$ cat src/csvtok_pkg.sv
`timescale 1ns / 1ps
// Types and constants shared by the CSV field tokenizer modules.
// No dependencies.
package csvtok_pkg;

    // Character codes
    localparam logic [7:0] CH_QUOTE = 8'h22;
    localparam logic [7:0] CH_COMMA = 8'h2C;
    localparam logic [7:0] CH_LF    = 8'h0A;
    localparam logic [7:0] CH_CR    = 8'h0D;

    // Saturation point of the column counter
    localparam logic [3:0] COL_SAT = 4'd15;

    // Configuration register indexes and reset values
    localparam logic REG_COLUMN_COUNT = 1'b0;
    localparam logic REG_SKIP_HEADER  = 1'b1;
    localparam logic [3:0] COLUMN_COUNT_RESET = 4'd9;
    localparam logic SKIP_HEADER_RESET = 1'b1;

    // Result kinds
    localparam logic KIND_CONTENT   = 1'b0;
    localparam logic KIND_FIELD_END = 1'b1;

    // Command queue
    localparam int QUEUE_DEPTH = 4;
    localparam int QUEUE_PTR_W = $clog2(QUEUE_DEPTH);

    typedef enum logic [1:0] {
        OP_NONE,
        OP_CONTENT,
        OP_FIELD,
        OP_ROW
    } cmd_op_t;

    typedef struct packed {
        logic [7:0] text_byte;
        logic       end_of_text;
    } in_word_t;

    typedef struct packed {
        logic       item_kind;
        logic [3:0] column;
        logic [7:0] data_byte;
        logic       row_end;
        logic       last;
    } out_word_t;

    // One classified byte: an optional first action and an optional
    // end-of-text row close.
    typedef struct packed {
        cmd_op_t    a_op;
        logic [3:0] a_col;
        logic [7:0] a_data;
        logic       b_row;
        logic [3:0] b_col;
    } cmd_t;

endpackage

$ cat src/csvtok_fifo.sv
`timescale 1ns / 1ps
// Short command queue between the tokenizer front and back.
// Depends on csvtok_pkg.
module csvtok_fifo
(
    input  logic                clk,
    input  logic                rst_n,
    input  logic                push,
    input  csvtok_pkg::cmd_t    wdata,
    output logic                full,
    input  logic                pop,
    output csvtok_pkg::cmd_t    rdata,
    output logic                nonempty
);

    localparam int PtrW  = csvtok_pkg::QUEUE_PTR_W;
    localparam int Depth = csvtok_pkg::QUEUE_DEPTH;

    csvtok_pkg::cmd_t entries [Depth];
    logic [PtrW-1:0]  wr_ptr_reg;
    logic [PtrW-1:0]  rd_ptr_reg;
    logic [PtrW:0]    count_reg;
    logic [PtrW:0]    count_next;

    assign full     = (count_reg == (PtrW+1)'(Depth));
    assign nonempty = (count_reg != '0);
    assign rdata    = entries[rd_ptr_reg];

    always_comb
    begin
        count_next = count_reg;
        if (push && !pop)
        begin
            count_next = count_reg + 1'b1;
        end
        else if (pop && !push)
        begin
            count_next = count_reg - 1'b1;
        end
    end

    always_ff @(posedge clk)
    begin
        if (push)
        begin
            entries[wr_ptr_reg] <= wdata;
        end
    end

    always_ff @(posedge clk or negedge rst_n)
    begin
        if (!rst_n)
        begin
            wr_ptr_reg <= '0;
            rd_ptr_reg <= '0;
            count_reg  <= '0;
        end
        else
        begin
            if (push)
            begin
                wr_ptr_reg <= wr_ptr_reg + 1'b1;
            end
            if (pop)
            begin
                rd_ptr_reg <= rd_ptr_reg + 1'b1;
            end
            count_reg <= count_next;
        end
    end

`ifndef SYNTHESIS
    a_no_push_when_full: assert property (@(posedge clk) disable iff (!rst_n)
        push |-> !full || pop)
        else $error("command pushed into full queue");

    a_no_pop_when_empty: assert property (@(posedge clk) disable iff (!rst_n)
        pop |-> nonempty)
        else $error("command popped from empty queue");
`endif

endmodule

$ cat src/csvtok_front.sv
`timescale 1ns / 1ps
// Tokenizer front: parse state and byte classification into commands.
// Depends on csvtok_pkg.
module csvtok_front
(
    input  logic                  clk,
    input  logic                  rst_n,
    input  logic                  accept,
    input  csvtok_pkg::in_word_t  word,
    input  logic                  skip_header,
    input  logic [3:0]            eff_count,
    output logic                  cmd_valid,
    output csvtok_pkg::cmd_t      cmd
);

    logic       header_passed_reg, header_passed_next;
    logic       quoted_mode_reg, quoted_mode_next;
    logic       quote_pending_reg, quote_pending_next;
    logic       has_content_reg, has_content_next;
    logic [3:0] column_index_reg, column_index_next;

    logic       in_header;
    logic       do_outside;
    logic [7:0] b;
    csvtok_pkg::cmd_op_t op;
    logic       op_live;

    assign b = word.text_byte;

    always_comb
    begin
        header_passed_next = header_passed_reg;
        quoted_mode_next   = quoted_mode_reg;
        quote_pending_next = quote_pending_reg;
        has_content_next   = has_content_reg;
        column_index_next  = column_index_reg;
        in_header  = skip_header && !header_passed_reg;
        do_outside = 1'b0;
        op         = csvtok_pkg::OP_NONE;

        if (in_header)
        begin
            if (b == csvtok_pkg::CH_LF)
            begin
                header_passed_next = 1'b1;
            end
        end
        else if (quoted_mode_reg)
        begin
            if (quote_pending_reg)
            begin
                quote_pending_next = 1'b0;
                if (b == csvtok_pkg::CH_QUOTE)
                begin
                    op = csvtok_pkg::OP_CONTENT;
                    has_content_next = 1'b1;
                end
                else
                begin
                    quoted_mode_next = 1'b0;
                    do_outside = 1'b1;
                end
            end
            else if (b == csvtok_pkg::CH_QUOTE)
            begin
                quote_pending_next = 1'b1;
            end
            else
            begin
                op = csvtok_pkg::OP_CONTENT;
                has_content_next = 1'b1;
            end
        end
        else
        begin
            do_outside = 1'b1;
        end

        if (do_outside)
        begin
            priority if (b == csvtok_pkg::CH_QUOTE && !has_content_reg)
            begin
                quoted_mode_next = 1'b1;
            end
            else if (b == csvtok_pkg::CH_COMMA)
            begin
                op = csvtok_pkg::OP_FIELD;
                has_content_next = 1'b0;
                if (column_index_reg < csvtok_pkg::COL_SAT)
                begin
                    column_index_next = column_index_reg + 1'b1;
                end
            end
            else if (b == csvtok_pkg::CH_LF)
            begin
                op = csvtok_pkg::OP_ROW;
                has_content_next  = 1'b0;
                column_index_next = '0;
            end
            else if (b == csvtok_pkg::CH_CR)
            begin
                op = csvtok_pkg::OP_NONE;
            end
            else
            begin
                op = csvtok_pkg::OP_CONTENT;
                has_content_next = 1'b1;
            end
        end

        // Drop content and comma field ends of suppressed columns
        op_live = (op == csvtok_pkg::OP_ROW) ||
                  ((op != csvtok_pkg::OP_NONE) && (column_index_reg < eff_count));

        cmd.a_op   = op_live ? op : csvtok_pkg::OP_NONE;
        cmd.a_col  = column_index_reg;
        cmd.a_data = b;
        cmd.b_row  = 1'b0;
        cmd.b_col  = column_index_next;

        if (word.end_of_text)
        begin
            if (!in_header)
            begin
                if (quote_pending_next)
                begin
                    quoted_mode_next = 1'b0;
                end
                cmd.b_row = has_content_next || (column_index_next != '0) ||
                            quoted_mode_next;
            end
            // Start the next text fresh
            header_passed_next = 1'b0;
            quoted_mode_next   = 1'b0;
            quote_pending_next = 1'b0;
            has_content_next   = 1'b0;
            column_index_next  = '0;
        end

        cmd_valid = accept && (op_live || cmd.b_row);
    end

    always_ff @(posedge clk or negedge rst_n)
    begin
        if (!rst_n)
        begin
            header_passed_reg <= 1'b0;
            quoted_mode_reg   <= 1'b0;
            quote_pending_reg <= 1'b0;
            has_content_reg   <= 1'b0;
            column_index_reg  <= '0;
        end
        else if (accept)
        begin
            header_passed_reg <= header_passed_next;
            quoted_mode_reg   <= quoted_mode_next;
            quote_pending_reg <= quote_pending_next;
            has_content_reg   <= has_content_next;
            column_index_reg  <= column_index_next;
        end
    end

endmodule

$ cat src/csvtok_back.sv
`timescale 1ns / 1ps
// Tokenizer back: expands queued commands into result words, one per cycle
// while the output is not stalled, through an output register. Depends on csvtok_pkg.
module csvtok_back
(
    input  logic                   clk,
    input  logic                   rst_n,
    input  logic [3:0]             eff_count,
    input  logic                   head_valid,
    input  csvtok_pkg::cmd_t       head,
    output logic                   pop,
    output logic                   out_valid,
    input  logic                   out_stall,
    output csvtok_pkg::out_word_t  out_item
);

    logic       phase_b_reg;
    logic       mid_reg;
    logic [3:0] pos_reg;
    logic       out_valid_reg;
    csvtok_pkg::out_word_t out_item_reg;

    logic       load;
    logic       use_a;
    logic       more_b;
    logic       seg_done;
    logic [3:0] start_col;
    logic [3:0] cur;
    csvtok_pkg::out_word_t item;

    always_comb
    begin
        load      = head_valid && (!out_valid_reg || !out_stall);
        use_a     = !phase_b_reg && (head.a_op != csvtok_pkg::OP_NONE);
        more_b    = use_a && head.b_row;
        start_col = use_a ? head.a_col : head.b_col;
        cur       = mid_reg ? pos_reg : start_col;

        item.item_kind = csvtok_pkg::KIND_FIELD_END;
        item.column    = cur;
        item.data_byte = '0;
        item.row_end   = 1'b0;
        item.last      = 1'b0;
        seg_done       = 1'b1;

        if (use_a && head.a_op == csvtok_pkg::OP_CONTENT)
        begin
            item.item_kind = csvtok_pkg::KIND_CONTENT;
            item.column    = head.a_col;
            item.data_byte = head.a_data;
        end
        else if (use_a && head.a_op == csvtok_pkg::OP_FIELD)
        begin
            item.column = head.a_col;
        end
        else if (cur < eff_count)
        begin
            // Pad empty fields up to the column count
            item.row_end = ({1'b0, cur} + 5'd1 == {1'b0, eff_count});
            seg_done     = item.row_end;
        end
        else
        begin
            item.row_end = 1'b1;
        end

        item.last = seg_done && !more_b;
        pop       = load && item.last;
    end

    always_ff @(posedge clk)
    begin
        if (load)
        begin
            out_item_reg <= item;
        end
    end

    always_ff @(posedge clk or negedge rst_n)
    begin
        if (!rst_n)
        begin
            phase_b_reg   <= 1'b0;
            mid_reg       <= 1'b0;
            pos_reg       <= '0;
            out_valid_reg <= 1'b0;
        end
        else
        begin
            if (load)
            begin
                out_valid_reg <= 1'b1;
                if (seg_done)
                begin
                    mid_reg     <= 1'b0;
                    phase_b_reg <= more_b;
                end
                else
                begin
                    mid_reg <= 1'b1;
                    pos_reg <= cur + 1'b1;
                end
            end
            else if (!out_stall)
            begin
                out_valid_reg <= 1'b0;
            end
        end
    end

    assign out_valid = out_valid_reg;
    assign out_item  = out_item_reg;

`ifndef SYNTHESIS
    a_row_end_is_field_end: assert property (@(posedge clk) disable iff (!rst_n)
        out_valid_reg && out_item_reg.row_end
        |-> out_item_reg.item_kind == csvtok_pkg::KIND_FIELD_END)
        else $error("row end flagged on a content word");

    a_content_in_range: assert property (@(posedge clk) disable iff (!rst_n)
        out_valid_reg && out_item_reg.item_kind == csvtok_pkg::KIND_CONTENT
        |-> out_item_reg.column < eff_count)
        else $error("content word from a suppressed column");

    a_expansion_has_head: assert property (@(posedge clk) disable iff (!rst_n)
        (mid_reg || phase_b_reg) |-> head_valid)
        else $error("expansion in progress without a queued command");
`endif

endmodule

$ cat src/csv_field_tokenizer.sv
`timescale 1ns / 1ps
// Streaming CSV field tokenizer, top level.
// Depends on csvtok_pkg, csvtok_front, csvtok_fifo, csvtok_back.
//
// Accepts one text byte per cycle while in_stall is low and emits content
// words tagged with their column, field-end words, and padding field ends up
// to the column count at each row end; with skip_header set, everything
// through the first newline is discarded, and end_of_text closes any open row
// and resets the parse state. The front classifies a byte in the cycle it is
// taken and writes at most one command into a four-entry queue; in_stall
// rises only when that queue is full. The back drains the queue at one result
// word per cycle, while out_stall is low, into an output register; a byte
// with no result costs nothing at the back, and a row end expands into
// field-end words that pad up to the column count, at most 15. Write
// column_count and skip_header only while the block is idle.
module csv_field_tokenizer
#(
    parameter int MAX_COLUMNS = 15
)
(
    input  logic                   clk,
    input  logic                   rst_n,
    input  logic                   in_valid,
    output logic                   in_stall,
    input  csvtok_pkg::in_word_t   in_item,
    output logic                   out_valid,
    input  logic                   out_stall,
    output csvtok_pkg::out_word_t  out_item,
    input  logic                   cfg_we,
    input  logic                   cfg_index,
    input  logic [3:0]             cfg_data
);

    logic [3:0] column_count_reg;
    logic       skip_header_reg;
    logic [3:0] eff_count;

    logic             accept;
    logic             cmd_valid;
    csvtok_pkg::cmd_t cmd;
    logic             q_full;
    logic             q_nonempty;
    logic             q_pop;
    csvtok_pkg::cmd_t q_head;

    always_comb
    begin
        if (int'(column_count_reg) > MAX_COLUMNS)
        begin
            eff_count = 4'(MAX_COLUMNS);
        end
        else
        begin
            eff_count = column_count_reg;
        end
    end

    always_ff @(posedge clk or negedge rst_n)
    begin
        if (!rst_n)
        begin
            column_count_reg <= csvtok_pkg::COLUMN_COUNT_RESET;
            skip_header_reg  <= csvtok_pkg::SKIP_HEADER_RESET;
        end
        else if (cfg_we)
        begin
            unique case (cfg_index)
                csvtok_pkg::REG_COLUMN_COUNT: column_count_reg <= cfg_data;
                csvtok_pkg::REG_SKIP_HEADER:  skip_header_reg  <= cfg_data[0];
                default:                      skip_header_reg  <= skip_header_reg;
            endcase
        end
    end

    assign in_stall = q_full;
    assign accept   = in_valid && !q_full;

    csvtok_front u_front
    (
        .clk         (clk),
        .rst_n       (rst_n),
        .accept      (accept),
        .word        (in_item),
        .skip_header (skip_header_reg),
        .eff_count   (eff_count),
        .cmd_valid   (cmd_valid),
        .cmd         (cmd)
    );

    csvtok_fifo u_fifo
    (
        .clk      (clk),
        .rst_n    (rst_n),
        .push     (cmd_valid),
        .wdata    (cmd),
        .full     (q_full),
        .pop      (q_pop),
        .rdata    (q_head),
        .nonempty (q_nonempty)
    );

    csvtok_back u_back
    (
        .clk        (clk),
        .rst_n      (rst_n),
        .eff_count  (eff_count),
        .head_valid (q_nonempty),
        .head       (q_head),
        .pop        (q_pop),
        .out_valid  (out_valid),
        .out_stall  (out_stall),
        .out_item   (out_item)
    );

endmodule
$ cat config.mk
export PLATFORM = sky130hd
export DESIGN_NAME = csv_field_tokenizer
export DESIGN_NICKNAME = d
export VERILOG_FILES = /design/src/csvtok_pkg.sv /design/src/csvtok_fifo.sv /design/src/csvtok_front.sv /design/src/csvtok_back.sv /design/src/csv_field_tokenizer.sv
export SDC_FILE = /design/constraint.sdc
export NUM_CORES = 1
export LEC_CHECK = 0
export ABC_AREA = 1
export BUFFER_PORTS_ARGS = -buffer_cell sky130_fd_sc_hd__clkbuf_2
export CAP_MARGIN = 20
export CORE_MARGIN = 3
export CORE_UTILIZATION = 43
export CTS_BUF_LIST = sky130_fd_sc_hd__clkbuf_2 sky130_fd_sc_hd__clkbuf_4 sky130_fd_sc_hd__clkbuf_8
export DETAILED_ROUTE_END_ITERATION = 10
export RECOVER_POWER = 25
export SLEW_MARGIN = 20
export SYNTH_ARGS = -nofsm -noshare
export SYNTH_HDL_FRONTEND = slang
export SYNTH_SLANG_ARGS = --single-unit
$ cat constraint.sdc
create_clock -name clk -period 4.7 [get_ports clk]
set_input_delay 0.47 -clock clk [delete_from_list [all_inputs] [get_ports clk]]
set_output_delay 0.47 -clock clk [all_outputs]
set_load 0.01 [all_outputs]
==> results of run 1 <==
-- critical path, delay by kind of cell, from the launching register on --
kind	cells	cell delay (ns)
AO/OA/AOI/OAI	5	0.98
XOR/XNOR	1	0.15
adder cells (fa/ha/maj)	3	0.80
buffers and inverters	4	0.75
flip-flops	1	0.39
AND/OR/NAND/NOR	8	0.99
-- power by group through the flow --
stage / clock (mW) / combinational (mW) / sequential [mW]
global placement: 0 / 1.72 / 1.51
finish: 0.862 / 1.76 / 1.49
global route: 0.935 / 1.99 / 1.51
CTS: 0.882 / 1.77 / 1.49
floorplan: 0 / 1.26 / 1.54
detailed placement: 0 / 1.76 / 1.51
-- through the flow --
| step | cells | hold slack, ns | util [%] | power [mW] | setup slack, ns |
|---|---|---|---|---|---|
| after floorplan | 520 | 0.174 | - | 2.79 | 0.992 |
| after global placement | 722 | 0.477 | 48.0 | 3.23 | 0.621 |
| after detailed placement | 722 | 0.484 | 48.0 | 3.27 | 0.413 |
| after CTS | 754 | 0.108 | 51.1 | 4.14 | 0.515 |
| after global routing | 754 | 0.191 | 51.0 | 4.44 | 0.213 |
| final | 754 | 0.208 | 51.0 | 4.11 | 0.497 |
-- per-layer routing --
metal  up-vias  global-route usage (%)  routed length, µm
met5         -                       0                  0
met4         0                    6.30                173
met3        13                    4.83                615
met2        91                    26.9               5470
met1      1828                    24.2               5470
li1       1898                       -                  -
-- final timing paths --
check / startpoint / end / slack (ns) / cells after the start
setup / recovery: u_fifo.rd_ptr_reg[0] / u_fifo.count_reg[2] / 0.50 / 21
hold / removal: cfg_we / skip_header_reg / 0.21 / 2
setup reg to reg: u_fifo.rd_ptr_reg[0] / u_fifo.count_reg[2] / 0.50 / 21
hold reg to reg: u_back.pos_reg[3] / u_back.pos_reg[3] / 0.50 / 2
max in group asynchronous: rst_n / u_fifo.wr_ptr_reg[1] / 3.30 / 1
min in group asynchronous: rst_n / u_back.phase_b_reg / 0.44 / 1
-- cell type report --
type,count,area [µm²],area share (%)
flip-flops and latches,118,3410,54.8
multi-input cells,336,1780,28.6
repair buffers,47,254,4.08
clock buffers,17,234,3.76
well taps,168,210,3.38
inverters,53,199,3.20
clock inverters,15,139,2.23
-- logic make-up after synthesis --
family                   count (synthesis)  share of synthesized area (%)
AND/OR/NAND/NOR                        234                           19.6
buffers and inverters                   66                           5.08
flip-flops                             118                           62.4
XOR/XNOR                                 5                          0.801
AO/OA/AOI/OAI                           80                           8.08
multiplexers                             1                          0.206
adder cells (fa/ha/maj)                 16                           3.80
-- layout by cell type, fill, tap and decap left out, types with 12 or more instances in the layout --
cell type  synthesis  final
nand2_1          110    110
edfxtp_1          91     91
inv_1             50     50
nor2_1            48     48
nand3_1           43     43
o21ai_0           38     38
clkbuf_2           0     26
dfrtp_1           24     24
clkbuf_8           0     17
a21oi_1           16     16
ha_1              15     15
buf_4              1     12
==> out/results.ini, run 1 <==
[outcome]
status=finished with violations
failed_checks=max-capacitance violations, max-slew violations

[synthesis]
syn_nets=555
synth_seq_area_share_pct=62.4
synthArstFlopShare_pct=22.9
synth_ff_type=edfxtp_1
syn_inst=520
synth_top_area_share_pct=50.0
yosysWarnings=0
syn_area_mm2=0.00547
yosysMostFrequentCell=nand2_1
yosys.area.top_type=edfxtp_1
synth_seq_cells=118
synthTopCellsByArea=edfxtp_1 (50%), dfrtp_1 (11%), nand2_1 (7.6%), nand3_1 (3.9%), o21ai_0 (3.5%)
ys_types=43
avgSynthCellArea_um2=10.5
synth_common_cells=nand2_1 (110), edfxtp_1 (91), inv_1 (50)
synth_edf_count=91

[power]
ir_drop_uv=402
pwr-share-clk_pct=21.0
p_per_area_mw_per_mm2=661
combPwrFrac_pct=42.8
p_int_mw=2.44
p_leak_nw=2.57
p_sw_share_pct=40.6
seqPwrFrac_pct=36.2
p_sw_mw=1.67

[clocking]
cts_tree=built
post_cts_buffers=0
cts.sinks=118
path_clk_slew_ns=0.07
cts-root-buf=clkbuf_8
insertion_delay_ns=0.44
htree_levels=4
ctsResizeCount=0
cts_made_buffers=17
cts_buffer_depth=2
cts_hold_buf=0

[floorplan]
design.core.area_mm2=0.0122
dieHeight_um=119
fp.dieW_um=119
start_util_pct=44.8
dieArea_mm2=0.0141
fp-row-count=40
ios=36

[sta]
fmax_ghz=0.238
finalCritPeriodShare_pct=89.4
maxSlewViolCount=28
rsz0062_at_grt=false
tns_ns=0
finalCriticalPeriod_ns=4.20
max_slew_margin_pct=-9.84
max_slew.worst_pin.slew_ns=1.65
clock_skew_ns=0.00625
finalHoldViolCount=0
finalSetupViolCount=0

[flow_run]
drv_cap=1

[placed_design]
routabilityCongestion=0.794
port_buffers=35
hpwl_um=7790
place_area_mm2=0.00586

[routing]
vias=3830
wirelength_um=11700
wl_per_cell_um=15.6
drc=0
drt_iter0_drc=271
vias_per_cell=5.08
firstDrtPassIters=4
ant_nets=0

[global_route]
grt_pass1_wl_um=18900
antenna_found_initial=0
grt_max_degree=41
first_global_vias=3655
grt_util_all_layers_pct=17.6
grt.overflow.total=0

[layout]
final_nets=608
stdcell_area_mm2=0.00623
largest_reg_flops=76
fillers=1129
antennaDiodeCount=0
layout-drive-gt1-share_pct=16.4
synthToLayoutAreaGrowth_pct=13.9

[critical_path]
end_kind=flop
worstSetupPathType=flop to flop
max_stage_delay_ns=0.51
crit_top_cell=nand3_1
startpoint_type=flop
critPathMaxFanout=27
cp.arrival_ns=4.52
cp_slowest_cell=a21oi_1
critPathRequiredTime_ns=5.01
path_cells=inv_2 -> buf_4 -> nand2_1 -> nand3_1 -> nand2_1 -> nand3_1 -> nand3_1 -> nand2_2 -> ha_1 -> inv_1 -> o21bai_1 -> a21o_1 -> a21oi_1 -> nand3_4 -> nand3_2 -> ha_1 -> inv_1 -> fa_1 -> a21oi_1 -> o21ai_0 -> xor2_1

[hold_path]
min_path_type=input port to flop

Power figures use the tool's default switching activity.
==> run 2: changes to the inputs <==
Settings changed: CORE_UTILIZATION 43 to 30.
==> run 2 against run 1 <==
The run still ends with max-capacitance violations, max-slew violations left. Hold slack gained 0.0030 ns. Register-to-register slack improved by 0.11 ns. Sequential share of layout area down 1.6 points. Clock power increased by 32%. Via count rose by 1.4%. Non-clock buffer count fell by 1. Setup slack improved by 0.11 ns. Clock skew rose by 0.0077 ns. Critical path depth rose by 1. First-iteration DRC count grew 23%. Sequential power is essentially flat.
==> out/results.ini, run 2 (synthesized netlist as in run 1, its figures left out) <==
[placed_design]
routabilityCongestion=0.864  ; +8.9%
place_area_mm2=0.00593  ; +1.1%
numPlacedInstances=778  ; +7.8%
dpl_worst_slack_ns=0.456  ; +0.0426 ns
hpwl_um=7800  ; +0.13%
port_buffers=35  ; unchanged

[layout]
layout-drive-gt1-share_pct=16.6  ; +0.20 points
fin_util_pct=36.4  ; -15 points
stdcell_area_mm2=0.00641  ; +2.9%
layout.cells.non_filler=810  ; +7.4%
synthToLayoutAreaGrowth_pct=17.2
final_cell_mix=nand2_1 (110), edfxtp_1 (91), inv_1 (50)
largest_reg_flops=76  ; unchanged
final_common_cell=nand2_1
antennaDiodeCount=0  ; unchanged
final_nets=607  ; -0.16%

[power]
combPwrFrac_pct=40.2  ; -2.6 points
p_per_area_mw_per_mm2=685  ; +3.7%
ir_drop_uv=265  ; -34%
p_total_mw=4.39  ; +6.8%
seqPwrFrac_pct=33.9  ; -2.3 points
p_leak_nw=2.63  ; +2.2%
pwr-share-clk_pct=25.9  ; +4.9 points
p_sw_mw=1.68  ; +0.26%
p_int_mw=2.72  ; +11%
p_sw_share_pct=38.1  ; -2.5 points

[routing]
wl_per_cell_um=14.8  ; -5.1%
drc=0  ; unchanged
vias_per_cell=4.79  ; -5.6%
vias=3883  ; +1.4%
drt_iter0_drc=334  ; +23%
wirelength_um=12000  ; +1.9%
firstDrtPassIters=6  ; +2
ant_nets=0  ; unchanged

[outcome]
failed_checks=max-capacitance violations, max-slew violations
status=finished with violations

[sta]
max_slew_margin_pct=-10.2  ; -0.32 points
rsz0062_at_grt=false
finalSetupViolCount=0  ; unchanged
clock_skew_ns=0.0140  ; +0.00770 ns
finalHoldViolCount=0  ; unchanged
fmax_ghz=0.244  ; +2.6%
finalCriticalPeriod_ns=4.10  ; -0.105 ns
max_slew.worst_pin.slew_ns=1.65  ; +0.00478 ns
finalCritPeriodShare_pct=87.2  ; -2.2 points
tns_ns=0  ; unchanged
hold_slack_ns=0.211  ; +0.00296 ns
fin_ws_ns=0.602  ; +0.105 ns
maxSlewViolCount=28  ; unchanged

[global_route]
grt_pass1_wl_um=18700  ; -1.4%
grt.overflow.total=0  ; unchanged
grt_util_all_layers_pct=12.3  ; -5.3 points
first_global_vias=3669  ; +0.38%
grt_max_degree=41  ; unchanged
antenna_found_initial=0  ; unchanged

[clocking]
cts-root-buf=clkbuf_8
cts_tree=built
cts.sinks=118  ; unchanged
ctsResizeCount=0  ; unchanged
insertion_delay_ns=0.45  ; about the same
cts_buffer_depth=2  ; unchanged
path_clk_slew_ns=0.07  ; about the same
htree_levels=4  ; unchanged
cts_hold_buf=0  ; unchanged
cts_made_buffers=17  ; unchanged
post_cts_buffers=0  ; unchanged

[floorplan]
dieArea_mm2=0.0199  ; +41%
ios=36  ; unchanged
start_util_pct=31.1  ; -14 points
dieHeight_um=141  ; +19%
design.core.area_mm2=0.0176  ; +44%
fp-row-count=48  ; +20%
fp.dieW_um=141  ; +19%

[hold_path]
worst_hold_path.endpoint=skip_header_reg
min_path_type=input port to flop
hold_path_startpoint=cfg_we
min_path_cells=2  ; unchanged

[critical_path]
cp.arrival_ns=4.43  ; -0.09 ns
startpoint_type=flop
worstSetupPathType=flop to flop
r2r_end=u_fifo.count_reg[2]
regToRegSetupSlack_ns=0.60  ; +0.11 ns
critPathMaxFanout=40  ; +48%
crit_start=u_fifo.rd_ptr_reg[0]
r2r-start=u_fifo.rd_ptr_reg[0]
end_kind=flop
reg2reg_depth=22  ; +4.8%
critPathRequiredTime_ns=5.03  ; +0.02 ns

[flow_run]
drv_cap=1  ; unchanged

[run 2: changes by cell type in the layout (fill, tap and decap cells not counted)]
cell / before / now
clkinvlp_4: 4 / 2
clkinv_4: 2 / 1
buf_4: 12 / 11
bufinv_16: 2 / 7
clkinv_1: 3 / 1
[run 2: power by group through the flow]
stage               logic, mW  clock network [mW]  registers, mW
CTS                      1.78                1.17           1.49
global route             2.00                1.20           1.51
global placement         1.72                   0           1.50
finish                   1.76                1.14           1.49
floorplan                1.26                   0           1.54
detailed placement       1.77                   0           1.51
[run 2: worst max path at each step]
stage	endpoint	cells after the start
floorplan	u_fifo.entries[0][0]	16
CTS	u_fifo.count_reg[2]	22
detailed placement	u_fifo.count_reg[2]	23
global route	u_fifo.count_reg[2]	22
global placement	u_fifo.count_reg[2]	23
finish	u_fifo.count_reg[2]	22
[run 2: routing by layer]
| layer | up-vias | GRT usage [%] | wire, µm | part of all wire [%] |
|---|---|---|---|---|
| li1 | 1898 | - | - | - |
| met1 | 1845 | 15.3 | 5380 | 45 |
| met2 | 114 | 20.0 | 5720 | 48 |
| met3 | 26 | 3.63 | 632 | 5.3 |
| met4 | 0 | 5.41 | 226 | 1.9 |
| met5 | - | 0 | 0 | 0 |
[run 2: cell type report]
type	count	area (µm²)
inverters	53	199
multi-input cells	336	1780
fillers	1727	11200
flip-flops and latches	118	3410
clock buffers	17	234
well taps	225	282
clock inverters	15	258
repair buffers	46	246
[run 2: worst max-delay path, stage by stage (launching register included)]
cell      delay [ns]
dfrtp_1         0.37
buf_4           0.40
nand2_1         0.09
nand3_1         0.13
nand2_1         0.13
nand2_4         0.13
nand2_4         0.07
nand2_1         0.07
nand3_1         0.09
nand2_2         0.16
ha_1            0.25
inv_1           0.05
o21bai_1        0.06
a21o_1          0.16
a21oi_1         0.45
nand3_4         0.18
nand3_2         0.17
ha_1            0.16
inv_1           0.06
fa_1            0.38
a21oi_1         0.14
o21ai_0         0.10
xor2_1          0.15
==> run 3: changes to the inputs <==
Settings changed: CORE_UTILIZATION 30 to 43.
Clock period 4.7 ns to 3.9 ns, I/O delays scaled along.
==> run 3 against run 2 <==
Highest routed layer unchanged. Clock power fell by 11%. Sequential power rose by 21%. Maximum frequency rose by 14%. Critical path depth fell by 1. The flow still finishes with violations (max-capacitance violations, max-slew violations). Register-to-register slack got worse by 0.31 ns. Critical endpoint is now u_fifo.count_reg[1]. Die area fell by 29%.
==> out/results.ini, run 3 (synthesized netlist as in run 1, its figures left out) <==
[critical_path]
max_stage_delay_ns=0.41  ; -0.04 ns
critPathMaxFanout=8  ; -80%
startpoint_type=flop
end_kind=flop
crit_top_cell=nand3_4
critPathRequiredTime_ns=4.21  ; -0.82 ns
r2r-start=u_fifo.rd_ptr_reg[0]
path_cells=buf_4 -> nand2_1 -> nand3_1 -> nand2_2 -> nand2_4 -> nand2_4 -> nand2_1 -> nand3_1 -> nand2_2 -> ha_1 -> xor2_1 -> nor2_1 -> o21ai_1 -> nor2_2 -> nand3_4 -> nand3_4 -> nand3_4 -> ha_1 -> inv_1 -> fa_1 -> mux2_2
worstSetupPathType=flop to flop
cp_slowest_cell=fa_1
cp.arrival_ns=3.92  ; -0.51 ns
regToRegSetupSlack_ns=0.29  ; -0.31 ns
r2r_end=u_fifo.count_reg[1]
reg2reg_depth=21  ; -4.5%

[routing]
firstDrtPassIters=5  ; -1
ant_nets=0  ; unchanged
wirelength_um=11700  ; -2.1%
vias=3837  ; -1.2%
drc=0  ; unchanged
drt_iter0_drc=266  ; -20%
vias_per_cell=5.02  ; +4.6%
wl_per_cell_um=15.3  ; +3.6%

[sta]
finalCriticalPeriod_ns=3.61  ; -0.489 ns
finalHoldViolCount=0  ; unchanged
finalSetupViolCount=0  ; unchanged
clock_skew_ns=0.00653  ; -0.00743 ns
finalCritPeriodShare_pct=92.5  ; +5.3 points
maxSlewViolCount=28  ; unchanged
tns_ns=0  ; unchanged
fmax_ghz=0.277  ; +14%
hold_slack_ns=0.143  ; -0.0677 ns
max_slew.worst_pin.slew_ns=1.66  ; +0.0116 ns
fin_ws_ns=0.291  ; -0.311 ns
rsz0062_at_grt=false
max_slew_margin_pct=-10.9  ; -0.78 points

[layout]
largest_reg_flops=76  ; unchanged
layout-drive-gt1-share_pct=18.8  ; +2.2 points
final_nets=620  ; +2.1%
fillers=1132  ; -34%
synthToLayoutAreaGrowth_pct=16.0
final_cell_mix=nand2_1 (109), edfxtp_1 (91), inv_1 (50)
fin_util_pct=51.9  ; +16 points
final_common_cell=nand2_1
antennaDiodeCount=0  ; unchanged

[hold_path]
hold_path_startpoint=cfg_we
worst_hold_path.endpoint=skip_header_reg
min_path_type=input port to flop
min_path_cells=2  ; unchanged

[global_route]
antenna_found_initial=0  ; unchanged
grt_util_all_layers_pct=17.8  ; +5.5 points
grt_max_degree=33  ; -20%
first_global_vias=3762  ; +2.5%
grt_pass1_wl_um=19200  ; +3.1%
grt.overflow.total=0  ; unchanged

[power]
ir_drop_uv=273  ; +2.8%
p_int_mw=2.98  ; +9.6%
seqPwrFrac_pct=35.8  ; +1.9 points
p_per_area_mw_per_mm2=794  ; +16%
p_leak_nw=2.61  ; -0.62%
pwr-share-clk_pct=20.0  ; -5.9 points
combPwrFrac_pct=44.2  ; +4.0 points
p_sw_mw=2.05  ; +23%
p_sw_share_pct=40.8  ; +2.7 points

[floorplan]
dieArea_mm2=0.0141  ; -29%
start_util_pct=44.8  ; +14 points
fp-row-count=40  ; -17%
dieHeight_um=119  ; -16%
fp.dieW_um=119  ; -16%
ios=36  ; unchanged
design.core.area_mm2=0.0122  ; -31%

[placed_design]
dpl_worst_slack_ns=0.0591  ; -0.396 ns
port_buffers=35  ; unchanged
hpwl_um=8010  ; +2.6%
routabilityCongestion=0.869  ; +0.59%

[clocking]
htree_levels=4  ; unchanged
cts.sinks=118  ; unchanged
ctsResizeCount=0  ; unchanged
cts-root-buf=clkbuf_8
insertion_delay_ns=0.43  ; -0.02 ns
path_clk_slew_ns=0.07  ; about the same
cts_made_buffers=17  ; unchanged
cts_hold_buf=0  ; unchanged
cts_tree=built
cts_buffer_depth=2  ; unchanged
post_cts_buffers=0  ; unchanged

[outcome]
failed_checks=max-capacitance violations, max-slew violations
status=finished with violations

[flow_run]
drv_cap=1  ; unchanged

run 3: worst max-delay path: cells and delay by family, from the launching register on:
family / cells / cell delay [ns]
multiplexers: 1 / 0.27
flip-flops: 1 / 0.40
AO/OA/AOI/OAI: 1 / 0.08
XOR/XNOR: 1 / 0.15
buffers and inverters: 2 / 0.27
AND/OR/NAND/NOR: 13 / 1.34
adder cells (fa/ha/maj): 3 / 0.96
run 3: how the worst max path moves through the flow:
stage                                    start              endpoint  slack, ns  depth (start not counted)
after floorplan                     in_item[8]  u_fifo.entries[0][0]       0.27                         16
after global placement    u_fifo.rd_ptr_reg[1]   u_fifo.count_reg[1]       0.19                         20
after detailed placement            in_item[8]   u_fifo.count_reg[2]       0.06                         24
after CTS                 u_fifo.rd_ptr_reg[1]   u_fifo.count_reg[1]       0.11                         20
after global routing      u_fifo.rd_ptr_reg[0]   u_fifo.count_reg[1]      0.009                         21
final                     u_fifo.rd_ptr_reg[0]   u_fifo.count_reg[1]       0.29                         21
run 3: layer usage:
layer	vias to the layer above	wire, µm	track usage, %
met5	-	0	0
met4	0	191	6.81
met3	17	604	5.65
met2	85	5340	26.8
met1	1809	5570	24.2
li1	1926	-	-
run 3: stage by stage:
stage / cell area (µm²) / cells / total power, mW
after global routing: 6340 / 765 / 5.46
after global placement: 5970 / 734 / 3.98
after CTS: 6330 / 765 / 5.05
after floorplan: 5470 / 520 / 3.37
after detailed placement: 5970 / 734 / 4.03
final: 6340 / 765 / 5.03
run 3: area by class of cell:
| cell class | count | area, µm² | area share [%] |
|---|---|---|---|
| timing repair buffer | 59 | 357 | 5.62 |
| tap | 168 | 210 | 3.31 |
| multi-input combinational | 336 | 1800 | 28.3 |
| clock inverter | 14 | 130 | 2.05 |
| clock buffer | 17 | 234 | 3.69 |
| inverter | 53 | 201 | 3.18 |
| sequential | 118 | 3410 | 53.8 |
run 3: power by group through the flow:
| stage | logic (mW) | registers [mW] | clock network [mW] |
|---|---|---|---|
| 3_5_place_dp | 2.20 | 1.82 | 0 |
| 3_3_place_gp | 2.16 | 1.82 | 0 |
| 5_1_grt | 2.53 | 1.83 | 1.10 |
| 2_1_floorplan | 1.51 | 1.85 | 0 |
| 6_report | 2.22 | 1.80 | 1.01 |
| 4_1_cts | 2.21 | 1.80 | 1.04 |
